**src/sv/gclt_pkg.sv**
```systemverilog
// ----------------------------------------------------------------------------
// Glyph cache LRU table package
// Shared widths, codes, state and struct types for the glyph cache table.
// ----------------------------------------------------------------------------
`default_nettype none

package gclt_pkg;

   localparam int CACHE_ENTRIES_DEF = 64;
   localparam int STAMP_BITS_DEF    = 32;

   localparam int ACTION_W = 2;
   localparam int CP_W     = 21;
   localparam int PX_W     = 8;
   localparam int FS_W     = 4;
   localparam int TINT_W   = 16;
   localparam int HANDLE_W = 16;
   localparam int KEY_W    = CP_W + PX_W + FS_W + TINT_W;

   typedef enum logic [ACTION_W-1:0] {
      ACT_LOOKUP = 2'd0,
      ACT_INSERT = 2'd1,
      ACT_CLEAR  = 2'd2,
      ACT_NOP    = 2'd3
   } action_type;

   typedef enum logic [2:0] {
      ST_IDLE,
      ST_SCAN_KEY,
      ST_SCAN_AGE,
      ST_READ_LAST,
      ST_MOVE,
      ST_APPEND,
      ST_RESP
   } state_type;

   typedef struct packed {
      logic [CP_W-1:0]   code_point;
      logic [PX_W-1:0]   pixel_size;
      logic [FS_W-1:0]   font_slot;
      logic [TINT_W-1:0] tint_color;
   } key_type;

   typedef struct packed {
      logic valid;
      logic first;
   } scan_ctl_type;

endpackage

`default_nettype wire

```
**src/sv/gclt_cmp_unit.sv**
```systemverilog
// ----------------------------------------------------------------------------
// Glyph cache compare unit
// Key match against the request and running oldest-stamp search over the
// entry words streaming out of the memory.
// ----------------------------------------------------------------------------
`default_nettype none

module gclt_cmp_unit #(
   parameter int STAMP_BITS = 32,
   parameter int IDX_W      = 6
) (
   input  logic                          clock,
   input  gclt_pkg::scan_ctl_type        ctl,
   input  gclt_pkg::key_type             req_key,
   input  gclt_pkg::key_type             rd_key,
   input  logic [STAMP_BITS-1:0]         rd_stamp,
   input  logic [gclt_pkg::HANDLE_W-1:0] rd_handle,
   input  logic [IDX_W-1:0]              rd_idx,
   output logic                          key_eq,
   output logic [IDX_W-1:0]              best_idx,
   output logic [gclt_pkg::HANDLE_W-1:0] best_handle
);
   import gclt_pkg::*;

   logic [STAMP_BITS-1:0] best_stamp_ff, best_stamp_in;
   logic [IDX_W-1:0]      best_idx_ff, best_idx_in;
   logic [HANDLE_W-1:0]   best_handle_ff, best_handle_in;
   logic                  older;

   assign key_eq = (rd_key == req_key);
   // strict compare keeps the lowest index on equal stamps
   assign older  = (rd_stamp < best_stamp_ff);

   always_comb begin
      best_stamp_in  = best_stamp_ff;
      best_idx_in    = best_idx_ff;
      best_handle_in = best_handle_ff;
      if (ctl.valid && (ctl.first || older)) begin
         best_stamp_in  = rd_stamp;
         best_idx_in    = rd_idx;
         best_handle_in = rd_handle;
      end
   end

   always_ff @(posedge clock) begin
      best_stamp_ff  <= best_stamp_in;
      best_idx_ff    <= best_idx_in;
      best_handle_ff <= best_handle_in;
   end

   assign best_idx    = best_idx_ff;
   assign best_handle = best_handle_ff;

endmodule

`default_nettype wire

```
**config.mk**
```make
export PLATFORM = sky130hd
export DESIGN_NAME = gclt_cmp_unit
export DESIGN_NICKNAME = d
export VERILOG_FILES = /design/src/sv/gclt_pkg.sv /design/src/sv/gclt_cmp_unit.sv
export SDC_FILE = /design/constraint.sdc
export NUM_CORES = 1
export LEC_CHECK = 0
export BUFFER_PORTS_ARGS = -buffer_cell sky130_fd_sc_hd__buf_2
export CORE_MARGIN = 2
export CORE_UTILIZATION = 40
export CTS_CLUSTER_DIAMETER = 150
export CTS_CLUSTER_SIZE = 8
export DETAILED_ROUTE_END_ITERATION = 7
export PLACE_DENSITY = 0.75
export SLEW_MARGIN = 15
export SYNTH_ARGS = -nofsm -noshare
export SYNTH_HDL_FRONTEND = slang
export SYNTH_SLANG_ARGS = --single-unit
```
**constraint.sdc**
```tcl
create_clock -name clock -period 10.76 [get_ports clock]
set_clock_uncertainty 0.05 [all_clocks]
set_input_delay 1.076 -clock clock [delete_from_list [all_inputs] [get_ports clock]]
set_output_delay 1.076 -clock clock [all_outputs]
set_load 0.05 [all_outputs]
```
==> results <==
- Power spread over the standard cell area amounts to about 120 nW/um^2.
- The initial antenna violation count was 0.
- The finished cells cover a little over 4000 sq um.
- The die covers approximately 8000 sq um.
- Setup slack on the critical path of the routed design comes to slightly above 7000 ps.
- For met1 alone, demand over resource in global routing was 17.49%.
- After synthesis, the cell types taking the most area are sky130_fd_sc_hd__edfxtp_1, sky130_fd_sc_hd__xor2_1, sky130_fd_sc_hd__ha_1.
- Ranked by instance count, the synthesized netlist is headed by sky130_fd_sc_hd__edfxtp_1, sky130_fd_sc_hd__xor2_1, sky130_fd_sc_hd__ha_1, sky130_fd_sc_hd__inv_1, sky130_fd_sc_hd__nor4_1.
- The instance count of the mapped netlist is 230.
- The number of rows in the core area is 31.
- The share of cell area taken by muxes after synthesis is 0%.
- Timing would allow up to ~280 MHz.
- The die is 90.18 microns tall.
- The number of endpoints failing setup at the final stage is 0.
- The largest area contributor in the synthesized netlist is sky130_fd_sc_hd__edfxtp_1.
- Cells with a size suffix above 1 make up 45.67% of the layout.
- The summed instance area of the synthesized netlist is 2970 sq um.
- The count of buffers added by post-CTS timing repair for setup is 0.
- The final antenna-violating net count is 0.
- The via count of the first global-routing pass is roughly 2400.
- The initial utilization of the core area, before any placement, comes to 41.17%.
- The sort of element at the start of the critical path is an input pin.
- Counting every net in the synthesized netlist gives roughly 420.
- A synthesized cell averages 12.91 sq um.
- The transition at the pin with the smallest max-transition slack is roughly 570 ps.
- The number of iterations in the first detailed-routing pass is 4.
- The maximum buffer depth of the clock tree is 2.
- The worst pin sits at a relative slew slack of between 60% and 70%.
- For this run, the post-layout net count is between 600 and 700.
- The synthesized netlist devotes a little over 6% of its cell area to compound gates.
- The per-cell via count in the routed design is 4.604.
- The overall routed net length is 6.879 mm.
- The most common cell in the synthesized netlist is sky130_fd_sc_hd__edfxtp_1.
- Subtracting the final worst setup slack from the clock period gives ~3500 ps.
- The cell count after placement is just over 500.
- After detailed routing, the number of remaining DRC violations is 0.
- After floorplanning, the core was sized to cover just over 7000 sq um.
- Counting the buffers created by CTS gives 5.
- For met2 alone, demand over resource in global routing was 31.52%.
- The number of buffers added on ports is approximately 180.
- The flow ran to the end, and the final reports show no timing, DRC or antenna violations.
- The sort of element at the end of the critical path is a primary output.
- The area added between synthesis and finish is 37.49%.
- The count of inserted antenna diode cells is 0.
- The sequential area share after synthesis is 54.59%.
- By area, the combinational part of the netlist is dominated by XOR/XNOR gates.
- The worst setup path is of the input pin to primary output kind.
- The post-place setup slack is around 7000 ps.
- The total overflow left after global routing is 0.
- The number of distinct library cells after synthesis is 26.
- Summed over all cells, the static leakage comes to around 2 nW.
- The post-synthesis share of cell area spent on and, or, nand and nor gates is about 8%.
- The routed layout has around 2400 vias.
- After detailed routing, the average wire length per cell comes to roughly 13 microns.
- Post-CTS repair changed the size of 0 cells.
- The number of enable flip-flop cells after synthesis is 54.
- In this run the worst path has a maximum fanout of 1.
- Pin placement for this block handled between 150 and 200 I/O pins.
- The cell at the root of the clock tree is sky130_fd_sc_hd__clkbuf_8.
- The clock edge transition at the registers on the reported setup and hold paths is roughly 100 ps.
- The signal arrival time at the worst endpoint is 2390 ps.
- The proportion of netlist area held by the largest area contributor is between 50% and 60%.
- The number of endpoints with negative hold slack in the final report came to 0.
- After layout, the worst path uses between 30% and 40% of the clock period.
- The routability-driven placement congestion ratio is 0.8660.
- The width of the die is 90.18 microns.
- Synthesis inferred 54 register bits.
- The peak ir drop on the vdd network is approximately 0.000057 V.
- The class of the tightest hold or removal check is input pin to register.
- After global routing, the most crowded layer is met2.
- The max-slew violation count was 0.
- The first global-routing pass estimated between 10 and 15 mm of wire.
- Walking the worst path, the cells encountered are buf_2 -> xor2_1 -> nor4_1 -> nand4_1 -> nor4_1 -> buf_2.
- Setup repair after global routing left no endpoint under its margin.
- The data required time of the critical path is around 9600 ps.
- The predominant post-synthesis flop cell is sky130_fd_sc_hd__edfxtp_1.
- Once detailed placement completed, the half-perimeter wirelength came to around 5.9 mm.
- The xor and xnor area share after synthesis is between 10% and 20%.
- Of all flip-flops after synthesis, the portion carrying an async set or reset was 0%.
- The final standard cell count with taps included and fillers excluded is around 500.
- The clock reaches the later pin of the worst-skew pair after between 300 and 400 ps.
- During synthesis, Yosys emitted a total of 0 warnings.
- The master of the slowest instance on the critical path is sky130_fd_sc_hd__nor4_1.
- For met3 alone, demand over resource in global routing was a little under 4%.
- The pin count of the biggest net entering global routing is 47.
- The biggest cell delay along the critical path is ~350 ps.
- The number of sinks handled by clock tree synthesis is 54.
- After the first detailed-routing iteration, the DRC count stood at 44.
- The number of max-cap violations is 0.
- The number of buffers added to fix hold violations after cts is 0.
- In the global route stage, overall resource usage came out at ~17%.
- The adder-cell area share of the yosys netlist is 13.06%.
- TritonCTS built the clock tree.
- The H-tree was split into 2 levels.
- The setup TNS is 0 ps.
- The post-placement cell area is 3995 sq um.
-- routing by layer --
metal	share of wire (%)	vias up	wire (microns)
met1	36	1051	2498
met3	7.8	14	537
li1	-	1193	-
met5	0	-	0
met2	53	113	3655
met4	2.7	0	187
-- report_power, final --
group	internal [mW]	leakage (nW)	total (mW)	switching [mW]
clock	0.0459	0.0422	0.111	0.0653
sequential	0.249	0.520	0.252	0.00316
combinational	0.0467	1.43	0.110	0.0629
total	0.342	1.99	0.473	0.131
-- sequential cells by signal, summed over array words and instances (netlist names) --
register,flops
best_handle,16
best_idx,6
best_stamp_ff,32
-- per-stage QoR --
step	hold slack [ps]	utilization (%)	power, mW
after floorplan	1125	-	0.3203
after global placement	1009	55.38	0.3648
after detailed placement	1013	55.38	0.3678
after CTS	879.3	56.61	0.4783
after global routing	872.0	56.61	0.4999
final	886.6	56.61	0.4731
-- layout by cell type, fill, tap and decap left out, types with 2 or more instances in the layout --
master                       n
sky130_fd_sc_hd__clkbuf_8    5
sky130_fd_sc_hd__ha_1       31
sky130_fd_sc_hd__edfxtp_1   54
sky130_fd_sc_hd__a21oi_1    10
sky130_fd_sc_hd__a21o_1      3
sky130_fd_sc_hd__nor4_1     12
sky130_fd_sc_hd__o21a_1      2
sky130_fd_sc_hd__xor2_1     47
sky130_fd_sc_hd__buf_2     177
sky130_fd_sc_hd__and4_1      2
sky130_fd_sc_hd__nor2_1      3
sky130_fd_sc_hd__inv_1      31
sky130_fd_sc_hd__o21ai_0     2
sky130_fd_sc_hd__nand4_1     4
sky130_fd_sc_hd__xnor2_1     2
sky130_fd_sc_hd__o211ai_1    2
sky130_fd_sc_hd__nand2_1    10
sky130_fd_sc_hd__nand3_1     4
sky130_fd_sc_hd__a221oi_1    2
-- worst max-delay path: cells and delay by family --
family                 cells  cell delay (ps)
buffers and inverters      2              400
XOR/XNOR                   1              150
AND/OR/NAND/NOR            3              760
-- worst paths after layout --
kind	startpoint	slack (ps)	depth (start not counted)	to
setup / recovery	req_key[21]	7240	6	key_eq
hold / removal	rd_handle[1]	890	1	best_handle[1]$_DFFE_PP_
setup reg to reg	best_stamp_ff[13]$_DFFE_PP_	7870	8	best_idx[0]$_DFFE_PP_
hold reg to reg	best_stamp_ff[23]$_DFFE_PP_	1030	5	best_stamp_ff[25]$_DFFE_PP_
-- logic make-up (layout without fill, tap and decap cells) --
kind of cell / Yosys count / after routing
flops: 54 / 54
simple gates: 40 / 40
xor+xnor: 49 / 49
buf+inv: 31 / 217
compound gates: 25 / 25
fa+ha+maj: 31 / 31
-- layout make-up --
type | instances | area, sq um
clock buffers | 5 | 68.82
clock inverters | 3 | 20.02
fillers | 634 | 3131
inverters | 31 | 116.4
multi-input cells | 145 | 1240
flip-flops and latches | 54 | 1622
well taps | 99 | 123.9
repair buffers | 178 | 893.4
(Power assumes the default switching activity.)
